===== src/hdl/assert_macros.svh =====
// Assertion macros used by the core RTL file of the seam cost map block.
`ifndef ASSERT_MACROS_SVH
`define ASSERT_MACROS_SVH
// Concurrent check on an explicit clock, switched off while the reset is high.
`define SCC_ASSERT_RST(label, clk, rst, prop, msg) \
   label: assert property (@(posedge clk) disable iff (rst) prop) else $error(msg);
// Same check on the block's own clock and reset.
`define SCC_ASSERT(label, prop, msg) `SCC_ASSERT_RST(label, clock, reset, prop, msg)
`endif


===== src/hdl/scc_pkg.sv =====
// Package with the constants and types of the seam cost map block.
`default_nettype none
package scc_pkg;

   localparam int MAX_WIDTH   = 1024;
   localparam int COL_BITS    = $clog2(MAX_WIDTH);
   localparam int WIDTH_BITS  = 11;
   localparam int HEIGHT_BITS = 16;
   localparam int COST_BITS   = 24;
   localparam int ENERGY_BITS = 8;
   localparam int CSR_IDX_BITS  = 2;
   localparam int CSR_DATA_BITS = 16;

   localparam logic [WIDTH_BITS-1:0]  WIDTH_RESET  = WIDTH_BITS'(1024);
   localparam logic [HEIGHT_BITS-1:0] HEIGHT_RESET = HEIGHT_BITS'(768);
   localparam logic [WIDTH_BITS-1:0]  WIDTH_LIMIT  = WIDTH_BITS'(MAX_WIDTH);

   localparam logic [CSR_IDX_BITS-1:0] CSR_IMAGE_WIDTH  = CSR_IDX_BITS'(0);
   localparam logic [CSR_IDX_BITS-1:0] CSR_IMAGE_HEIGHT = CSR_IDX_BITS'(1);

   localparam logic signed [1:0] STEP_LEFT  = 2'sb11;
   localparam logic signed [1:0] STEP_UP    = 2'sb00;
   localparam logic signed [1:0] STEP_RIGHT = 2'sb01;

   localparam logic [COST_BITS-1:0] COST_MAX = {COST_BITS{1'b1}};

   // Where the current pixel sits in the frame, and which neighbors it may use.
   typedef struct packed {
      logic [COL_BITS-1:0] col;
      logic                interior;
      logic                row_one;
      logic                use_left;
      logic                use_right;
   } pos_type;

endpackage
`default_nettype wire


===== src/hdl/scc_position.sv =====
// Column and row counters that place each pixel transaction in the frame.
`default_nettype none
module scc_position (
   input  wire logic                               clock,
   input  wire logic                               reset,
   input  wire logic                               advance,
   input  wire logic                               frame_start,
   input  wire logic [scc_pkg::WIDTH_BITS-1:0]     image_width,
   input  wire logic [scc_pkg::HEIGHT_BITS-1:0]    image_height,
   output scc_pkg::pos_type                        pos
);

   logic [scc_pkg::COL_BITS-1:0]    col_ff, col_in;
   logic [scc_pkg::HEIGHT_BITS-1:0] row_ff, row_in;
   logic [scc_pkg::COL_BITS-1:0]    col;
   logic [scc_pkg::HEIGHT_BITS-1:0] row;
   logic [scc_pkg::WIDTH_BITS-1:0]  width_eff;
   logic [scc_pkg::WIDTH_BITS-1:0]  col_ext;
   logic [scc_pkg::HEIGHT_BITS:0]   row_ext;

   always_comb begin
      width_eff = (image_width > scc_pkg::WIDTH_LIMIT) ? scc_pkg::WIDTH_LIMIT : image_width;
      col = frame_start ? '0 : col_ff;
      row = frame_start ? '0 : row_ff;
      col_ext = scc_pkg::WIDTH_BITS'(col);
      row_ext = (scc_pkg::HEIGHT_BITS + 1)'(row);

      pos.col       = col;
      pos.interior  = (row != '0) && (row_ext + 17'd2 <= {1'b0, image_height})
                      && (col != '0) && (col_ext + 11'd2 <= width_eff);
      pos.row_one   = (row == scc_pkg::HEIGHT_BITS'(1));
      pos.use_left  = (col != scc_pkg::COL_BITS'(1));
      pos.use_right = (col == scc_pkg::COL_BITS'(1)) || (col_ext + 11'd2 != width_eff);

      // Wrap to the next row after the last column, and to row zero after the last row.
      if (col_ext + 11'd1 >= width_eff) begin
         col_in = '0;
         row_in = (row_ext + 17'd1 >= {1'b0, image_height}) ? '0 : row + 16'd1;
      end else begin
         col_in = col + 10'd1;
         row_in = row;
      end
   end

   always_ff @(posedge clock) begin
      if (reset) begin
         col_ff <= '0;
         row_ff <= '0;
      end else if (advance) begin
         col_ff <= col_in;
         row_ff <= row_in;
      end
   end

endmodule
`default_nettype wire


===== config.mk =====
export PLATFORM = sky130hd
export DESIGN_NAME = scc_position
export DESIGN_NICKNAME = d
export VERILOG_FILES = /design/src/hdl/assert_macros.svh /design/src/hdl/scc_pkg.sv /design/src/hdl/scc_position.sv
export SDC_FILE = /design/constraint.sdc
export NUM_CORES = 1
export LEC_CHECK = 0
export ABC_AREA = 1
export BUFFER_PORTS_ARGS = -buffer_cell sky130_fd_sc_hd__buf_4
export CAP_MARGIN = 15
export CORE_ASPECT_RATIO = 1.2
export CORE_MARGIN = 3
export CORE_UTILIZATION = 35
export CTS_BUF_LIST = sky130_fd_sc_hd__clkbuf_16
export CTS_CLUSTER_DIAMETER = 40
export DETAILED_ROUTE_END_ITERATION = 8
export PLACE_DENSITY_LB_ADDON = 0.12
export SLEW_MARGIN = 5
export SYNTH_ARGS = -nofsm -noshare
export SYNTH_HDL_FRONTEND = slang
export SYNTH_SLANG_ARGS = --single-unit

===== constraint.sdc =====
create_clock -name clock -period 5.23 [get_ports clock]
set_input_delay 0.523 -clock clock [delete_from_list [all_inputs] [get_ports clock]]
set_output_delay 0.523 -clock clock [all_outputs]
set_load 0.005 [all_outputs]

==> impl_metrics.toml, run 1 <==
[logic_synthesis]
synth_top_area_frac = 0.1947
syn_inst = 607
syn_nets = 700
syn_area_mm2 = 0.003985
synth_area_leader_cell = "ha_1"
yosysSeqAreaShare = 0.1306
synth.most_common_cell = "nand2_1"
synth_seq_cells = 26
yosys-top-cells-area = "ha_1, dfxtp_1, nand2_1, inv_1, a21oi_1"
synth_edf_count = 0
ys_warn_count = 0
synth.avg_cell_area_um2 = 6.565
synth_ff_type = "dfxtp_1"
ys_async_sr_fraction = 0
yosysUniqueCellTypes = 40
ys_top_cells_by_count = "nand2_1, inv_1, ha_1, nor2_1, a21oi_1"

[clock_tree]
clock_path_buffers = 2
clock_latency_ps = 260
cts.clk_slew.worst_paths_ps = 70
cts_setup_buffers = 0
cts_tree = "done"
cts_resized = 0
cts_sinks = 26
hold_buffers = 0
h-tree-depth = 1
numCtsBuffers = 3
cts_root_buf = "clkbuf_16"

[floorplan]
die_area_mm2 = 0.01271
row_count = 42
core-area_mm2 = 0.01109
start_util = 0.3594
die_h_um = 122.9
ios = 45
die_w_um = 103.4

[critical_path]
r2r_start = "row_ff[1]$_SDFFE_PP0P_"
path_max_fanout = 15
worstSetupPathType = "in2out"
start_kind = "primary input"
crit_path_end_kind = "output pin"
r2r_end = "row_ff[0]$_SDFFE_PP0P_"
reg2reg_slack_ps = 1650
arrival_ps = 3690
rr_worst_depth = 21
cp.required_ps = 4710

[layout]
fin_nets = 738
antenna_cells = 0
drive_gt1_frac = 0.1879
regArea_um2 = 520.5
area_delta_synth_final_pct = 14.22
n_fill_cell = 1192
multi_input_area_mm2 = 0.002999
finish.utilization = 0.4105

[pwr]
power_density_mw_per_mm2 = 137.7
ir_drop_mv = 0.1022
power.total_mw = 0.6269
p_leak_nw = 2.346

[detailed_routing]
vias_per_cell = 4.954
num_vias = 3953
initialDrtViolationCount = 154
drc = 0
drtPass1Iterations = 5
wl_um = 11700
ant_nets = 0
routedWlPerCell_um = 14.66

[run]
drv_cap = 0

[timing]
finalSetupViolations = 0
clock_skew_ps = 2.048
fin_crit_sh = 0.8056
relSlewSlack = 0.4523
hold_violations = 0
slew_violations = 0
max_freq_mhz = 237.3
period_needed_ps = 4213
rsz0062_at_grt = "false"
max_slew.worst_pin.slew_ps = 816.6
final.setup.tns_ps = 0

[grt]
grt_overflow = 0
track_usage = 0.1922
antenna_found_initial = 0
grt_max_degree = 34
grt_pass1_vias = 3977
grt_pass1_wl_um = 19180

[placed_design]
hpwlAfterDp_um = 9972
port-buffer-count = 44
gp_congestion = 0.9555

[worst_hold_path]
min_path_type = "reg2reg"
hold-path-endpoint = "col_ff[2]$_SDFFE_PP0P_"
worstHoldStart = "col_ff[2]$_SDFFE_PP0P_"
hold_depth = 2

[run_status]
status = "completed"
==> power by group <==
part           internal (mW)  leakage [nW]  switching (mW)
Combinational         0.0692          2.08           0.117
Sequential             0.207         0.213         0.00702
Clock                  0.152        0.0511          0.0746
Total                  0.428          2.35           0.199
==> through the flow <==
stage | hold slack, ps | setup slack, ps | cell area, um2 | instances
final | 465.3 | 1017 | 4552 | 798
after global routing | 490.0 | 681.9 | 4552 | 798
after CTS | 468.3 | 1014 | 4552 | 798
after detailed placement | 457.5 | 1045 | 4447 | 794
after global placement | 455.9 | 1057 | 4447 | 794
after floorplan | 445.3 | 1941 | 3985 | 607
==> cell type report <==
cell class	count	area share
Timing Repair Buffer	46	0.07587
Multi-Input combinational cell	465	0.6589
Inverter	103	0.08549
Tap cell	154	0.04233
Sequential cell	26	0.1143
Clock buffer	3	0.01649
Clock inverter	1	0.006597
==> cell families after synthesis <==
group,Yosys count,synth area share
DFF,26,0.1306
AOI/OAI and AO/OA,95,0.1350
and+or+nand+nor,275,0.3498
buffers and inverters,116,0.1174
xor gates and xnor gates,33,0.07253
adders and majority gates,62,0.1947
==> cells in the final DEF, fill, tap and decap left out, drive strengths merged, types with 2 or more instances in the layout <==
cell,count
nand2,132
inv,102
nor2,70
a21oi,63
ha,62
buf,46
nand3,41
xor2,30
dfxtp,26
o21ai,26
nor3,13
nand4,9
nor4,7
xnor2,3
clkbuf,3
a21o,2
==> worst max path at each step <==
stage	slack, ps	end	start
after floorplan	1940	row_ff[10]$_SDFFE_PP0P_	frame_start
final	1020	pos[3]	frame_start
after global routing	680	pos[3]	frame_start
after global placement	1060	pos[3]	frame_start
after detailed placement	1050	pos[3]	frame_start
after CTS	1010	pos[3]	frame_start
==> worst max-delay path, cell delays in order <==
cell	delay, ps
buf_4	210
inv_4	220
nand2_1	170
inv_1	140
ha_1	150
inv_1	70
nor2_4	140
nand2_2	100
nor4_2	260
xor2_1	240
inv_1	70
ha_1	270
nand2_1	80
nor2_1	120
nand2_1	90
nor3_1	220
inv_1	60
nand2_1	130
nand4_1	140
a21oi_1	150
buf_4	120
==> state kept, by name, indices dropped and copies added, names as in the netlist <==
name and count:
col_ff 10, row_ff 16
==> metal layers <==
metal / up-vias / global-route usage / wire, um
met1: 1763 / 0.2257 / 4741
met4: 0 / 0.08016 / 530
met3: 30 / 0.01749 / 422
met5: - / 0 / 0
li1: 2045 / - / -
met2: 115 / 0.3501 / 6003
Note: power is estimated with default switching activity, not from simulation.
==> run 2, diff against run 1 <==
- clock period: 5.23 -> 3.59 ns (I/O delays scaled with it)
==> run 2 against run 1 <==
Net effect:
- clock power up 44%
- cell area up 4.0%
- critical endpoint unchanged
- count of clock-buffer cells in the layout is the same
- combinational power grew 52%
==> impl_metrics.toml, run 2 (same netlist as run 1, synthesis figures left out) <==
[grt]
grt_use_met2 = 0.3620
top_usage_layer = "met2"
antenna_found_initial = 0
track_usage = 0.1917
grt_use_met1 = 0.2219
grt_overflow = 0
grt_pass1_vias = 3842
grt_max_degree = 34
grt_pass1_wl_um = 18970
use_met3 = 0.01580

[clock_tree]
clock_latency_ps = 260
clock_path_buffers = 2
cts_sinks = 26
cts_tree = "done"
numCtsBuffers = 3
h-tree-depth = 1
cts_root_buf = "clkbuf_16"
cts.clk_slew.worst_paths_ps = 70

[timing]
clock_skew_ps = 2.580
fin_crit_sh = 0.9496
slew_violations = 0
relSlewSlack = 0.6016
period_needed_ps = 3409
finalSetupViolations = 0
max_slew.worst_pin.slew_ps = 592.1
max_freq_mhz = 293.3
hold_violations = 0
fin_hold_ws_ps = 330.2

[floorplan]
row_count = 42
die_w_um = 103.4
die_h_um = 122.9
die_area_mm2 = 0.01271
start_util = 0.3594
core-area_mm2 = 0.01109
ios = 45

[layout]
largest-register = "row_ff"
fin_nets = 753
final_cell_mix = "nand2_1, inv_1, ha_1, buf_4, a21oi_1"
drive_gt1_frac = 0.2322
largest_reg_flops = 16
area_delta_synth_final_pct = 18.74
top_regs = "row_ff (16), col_ff (10)"
final_common_cell = "nand2_1"
antenna_cells = 0

[pwr]
ir_drop_mv = 0.1664
p_sw_frac = 0.3138
pwr-share-comb = 0.307
p_clk_frac = 0.354
p_leak_nw = 2.471
seqPwrFrac = 0.339
p_int_mw = 0.6331
p_switching_mw = 0.2895
power.total_mw = 0.9226
power_density_mw_per_mm2 = 195.0

[critical_path]
crit_path_end_kind = "output pin"
arrival_ps = 3050
crit_end = "pos[3]"
reg2reg_slack_ps = 380
critPathLaunch = "col_ff[1]$_SDFFE_PP0P_"
r2r_end = "row_ff[6]$_SDFFE_PP0P_"
cp.required_ps = 3230
worstSetupPathType = "reg2out"
start_kind = "flip-flop"
r2r_start = "col_ff[1]$_SDFFE_PP0P_"
path_max_fanout = 4
rr_worst_depth = 18

[detailed_routing]
initialDrtViolationCount = 173
drc = 0
num_vias = 4006
wl_um = 11940
drtPass1Iterations = 5
ant_nets = 0
routedWlPerCell_um = 14.68
vias_per_cell = 4.927

[worst_hold_path]
min_path_type = "in2reg"

[placed_design]
port-buffer-count = 44
gp_congestion = 1.022
hpwlAfterDp_um = 10220

[run_status]
status = "completed"

[run]
drv_cap = 0
[run 2: cell types whose count changed in the layout (fill, tap and decap cells not counted), moves of 3 or more]
cell	change
nor2_1	-4
inv_1	-3
inv_2	+3
dfxtp_2	+3
nor2_2	+4
nand2_1	-3
buf_4	+14
dfxtp_1	-3
[run 2: layout make-up]
type / instances / area [um2]
fillers: 1185 / 6356
clock buffers: 3 / 75.07
repair buffers: 61 / 470.5
well taps: 154 / 192.7
flip-flops and latches: 26 / 524.3
multi-input cells: 465 / 3050
clock inverters: 1 / 30.03
inverters: 103 / 389.1
[run 2: what timing repair did]
item	CTS	global route
setup endpoints to repair	0	2
endpoints found under the hold margin	0	0
buffers inserted	0	3
gates resized for setup	0	20
hold buffers	0	0
[run 2: worst min-delay path by stage]
stage                     slack (ps)              startpoint                      to  depth (start not counted)
after floorplan                  450  col_ff[1]$_SDFFE_PP0P_  col_ff[1]$_SDFFE_PP0P_                          2
after global placement           460  col_ff[8]$_SDFFE_PP0P_  col_ff[8]$_SDFFE_PP0P_                          2
after detailed placement         460  col_ff[8]$_SDFFE_PP0P_  col_ff[8]$_SDFFE_PP0P_                          2
after CTS                        330                   reset  col_ff[0]$_SDFFE_PP0P_                          2
after global routing             330                   reset  col_ff[4]$_SDFFE_PP0P_                          2
final                            330                   reset  col_ff[4]$_SDFFE_PP0P_                          2
[run 2: power by group through the flow]
stage	sequential (mW)	combinational [mW]	clock [mW]
2_1_floorplan	0.314	0.185	0
4_1_cts	0.313	0.282	0.334
5_1_grt	0.314	0.322	0.350
6_report	0.313	0.283	0.327
3_5_place_dp	0.319	0.281	0
3_3_place_gp	0.319	0.278	0
[run 2: per-layer routing]
| layer | vias up | wire (um) |
|---|---|---|
| li1 | 2077 | - |
| met1 | 1818 | 4900 |
| met2 | 92 | 6303 |
| met3 | 19 | 393 |
| met4 | 0 | 340 |
| met5 | - | 0 |
[run 2: worst max-delay path: stages, from the launching register on]
cell and delay, ps:
dfxtp_2 340, inv_2 50, nor2_2 170, ha_2 210
inv_2 50, nor2_4 120, nand2_4 80, nor4_4 250
xor2_1 200, inv_1 60, ha_1 280, nand2_2 70
nor2_2 80, nand2_1 70, nor3_2 210, inv_1 70
nand2_2 90, nand4_1 130, a21oi_2 130, buf_4 120
[run 2: stage by stage]
stage | instances | cell area, um2 | worst slack (ps) | TNS, ps | utilization
2_1_floorplan | 607 | 3985 | 464.6 | 0 | -
3_3_place_gp | 806 | 4549 | 104.5 | 0 | 0.4103
3_5_place_dp | 806 | 4549 | 109.4 | 0 | 0.4103
4_1_cts | 810 | 4654 | 67.82 | 0 | 0.4198
5_1_grt | 813 | 4732 | -19.65 | -19.65 | 0.4268
6_report | 813 | 4732 | 180.9 | 0 | 0.4268
==> run 3, diff against run 2 <==
- GPL_TIMING_DRIVEN: unset -> 0
==> run 3 against run 2 <==
Net effect:
- sequential power barely moved
- wire length decreased by 1.9%
- first-iteration DRC count decreased by 8.7%
- die area is the same
- largest cell class unchanged
- combinational power hardly changed
- clock skew increased by 5.3 ps
- hold slack improved by 140 ps
- critical endpoint is now row_ff[11]$_SDFFE_PP0P_
==> impl_metrics.toml, run 3 (same netlist as run 1, synthesis figures left out) <==
[pwr]
ir_drop_mv = 0.1562
power_density_mw_per_mm2 = 196.9
p_sw_frac = 0.3236
seqPwrFrac = 0.334
p_leak_nw = 2.434
pwr-share-comb = 0.306
p_switching_mw = 0.3007
p_clk_frac = 0.360
p_int_mw = 0.6286

[timing]
clock_skew_ps = 7.875
period_needed_ps = 3400
relSlewSlack = 0.4848
worst_slack_ps = 189.6
max_slew.worst_pin.slew_ps = 765.8
fin_crit_sh = 0.9472
rsz0062_at_grt = "false"
max_freq_mhz = 294.1
final.setup.tns_ps = 0
hold_violations = 0
finalSetupViolations = 0
slew_violations = 0

[placed_design]
placed_cell_area_mm2 = 0.004493
dp_slack_ps = -658.1
gp_congestion = 0.8741
port-buffer-count = 42
hpwlAfterDp_um = 10050

[grt]
grt_pass1_vias = 3714
grt_max_degree = 16
grt_pass1_wl_um = 18530
antenna_found_initial = 0
track_usage = 0.1877
grt_overflow = 0

[layout]
final_cell_mix = "nand2_1, inv_1, ha_1"
largest-register = "row_ff"
fin_nets = 751
drive_gt1_frac = 0.2177
largest_reg_flops = 16
final_common_cell = "nand2_1"
top_regs = "row_ff (16), col_ff (10)"
antenna_cells = 0
area_delta_synth_final_pct = 18.43
fin_area_mm2 = 0.004720

[detailed_routing]
ant_nets = 0
vias_per_cell = 4.864
num_vias = 3945
wl_um = 11710
drtPass1Iterations = 4
routedWlPerCell_um = 14.44
initialDrtViolationCount = 158
drc = 0

[worst_hold_path]
worstHoldStart = "col_ff[6]$_SDFFE_PP0P_"
hold_depth = 2
min_path_type = "reg2reg"
hold-path-endpoint = "col_ff[6]$_SDFFE_PP0P_"

[critical_path]
reg2reg_slack_ps = 210
arrival_ps = 3560
rr_worst_depth = 20
path_max_fanout = 15
crit_path_end_kind = "flip-flop"
start_kind = "primary input"
r2r_end = "row_ff[11]$_SDFFE_PP0P_"
cp.required_ps = 3750
worstSetupPathType = "in2reg"
r2r_start = "row_ff[0]$_SDFFE_PP0P_"

[floorplan]
start_util = 0.3594
die_h_um = 122.9
core-area_mm2 = 0.01109
die_w_um = 103.4
die_area_mm2 = 0.01271
ios = 45
row_count = 42

[clock_tree]
cts_sinks = 26
numCtsBuffers = 3
clock_latency_ps = 270
h-tree-depth = 1
cts.clk_slew.worst_paths_ps = 70
cts_root_buf = "clkbuf_16"
cts_tree = "done"
clock_path_buffers = 2

[run_status]
status = "completed"

[run]
drv_cap = 0
==> run 3: cell types whose count changed in the layout (fill, tap and decap cells not counted), sizes merged <==
cell    delta
buf        -8
clkinv     +1
inv        -1
clkbuf     +6
==> run 3: how the worst max path moves through the flow <==
| stage | startpoint | end | slack [ps] | cells past startpoint |
|---|---|---|---|---|
| 2_1_floorplan | frame_start | row_ff[10]$_SDFFE_PP0P_ | 460 | 18 |
| 3_3_place_gp | frame_start | row_ff[11]$_SDFFE_PP0P_ | -630 | 23 |
| 3_5_place_dp | frame_start | row_ff[11]$_SDFFE_PP0P_ | -660 | 23 |
| 4_1_cts | frame_start | pos[3] | 4 | 20 |
| 5_1_grt | col_ff[1]$_SDFFE_PP0P_ | pos[3] | 5 | 19 |
| 6_report | frame_start | row_ff[11]$_SDFFE_PP0P_ | 190 | 22 |
==> run 3: layout make-up <==
type | instances | area, um2
Tap cell | 154 | 192.7
Clock buffer | 3 | 75.07
Buffer | 12 | 72.57
Multi-Input combinational cell | 465 | 3072
Clock inverter | 1 | 30.03
Fill cell | 1191 | 6369
Sequential cell | 26 | 523.0
Timing Repair Buffer | 47 | 352.8
Inverter | 103 | 401.6
==> run 3: what timing repair did <==
action | 4_1_cts | 5_1_grt
resized for setup | 13 | 14
setup buffers | 1 | 4
pin swaps | 2 | 5
hold buffers | 0 | 0
setup endpoints to repair | 18 | 27
==> run 3: layer usage <==
layer	GRT usage	routed length (um)	up-vias
li1	-	-	2079
met4	0.04858	286	0
met3	0.01072	253	18
met5	0	0	-
met1	0.2194	4952	1773
met2	0.3620	6221	75
==> run 3: power by group through the flow <==
stage                     Combinational (mW)  Clock, mW  Sequential (mW)
final                                  0.284      0.335            0.311
after global routing                   0.324      0.353            0.312
after CTS                              0.281      0.341            0.310
after detailed placement               0.278          0            0.317
after global placement                 0.273          0            0.317
after floorplan                        0.185          0            0.314
==> run 3: worst max-delay path, stage by stage <==
cell      delay (ps)
buf_4            150
clkinv_8         100
nand2_1          220
inv_4            180
ha_1             220
nand2_2          140
nor3_4           250
xor2_1           290
inv_1             90
ha_1             290
nand2_1           60
nor2_2           180
nand3b_1         100
nand3_1          140
nand2_1           60
nand2_1           70
nand2_1           50
nand2_1           70
nand2_2          150
buf_4            250
nand3_1           80
a21oi_1           60
==> run 3: per-stage QoR <==
step | util | hold slack [ps] | std cells | power, mW
after floorplan | - | 445.3 | 607 | 0.5000
after global placement | 0.4052 | 455.9 | 803 | 0.5898
after detailed placement | 0.4052 | 459.8 | 803 | 0.5950
after CTS | 0.4183 | 471.3 | 807 | 0.9324
after global routing | 0.4256 | 492.9 | 811 | 0.9882
final | 0.4256 | 466.5 | 811 | 0.9294
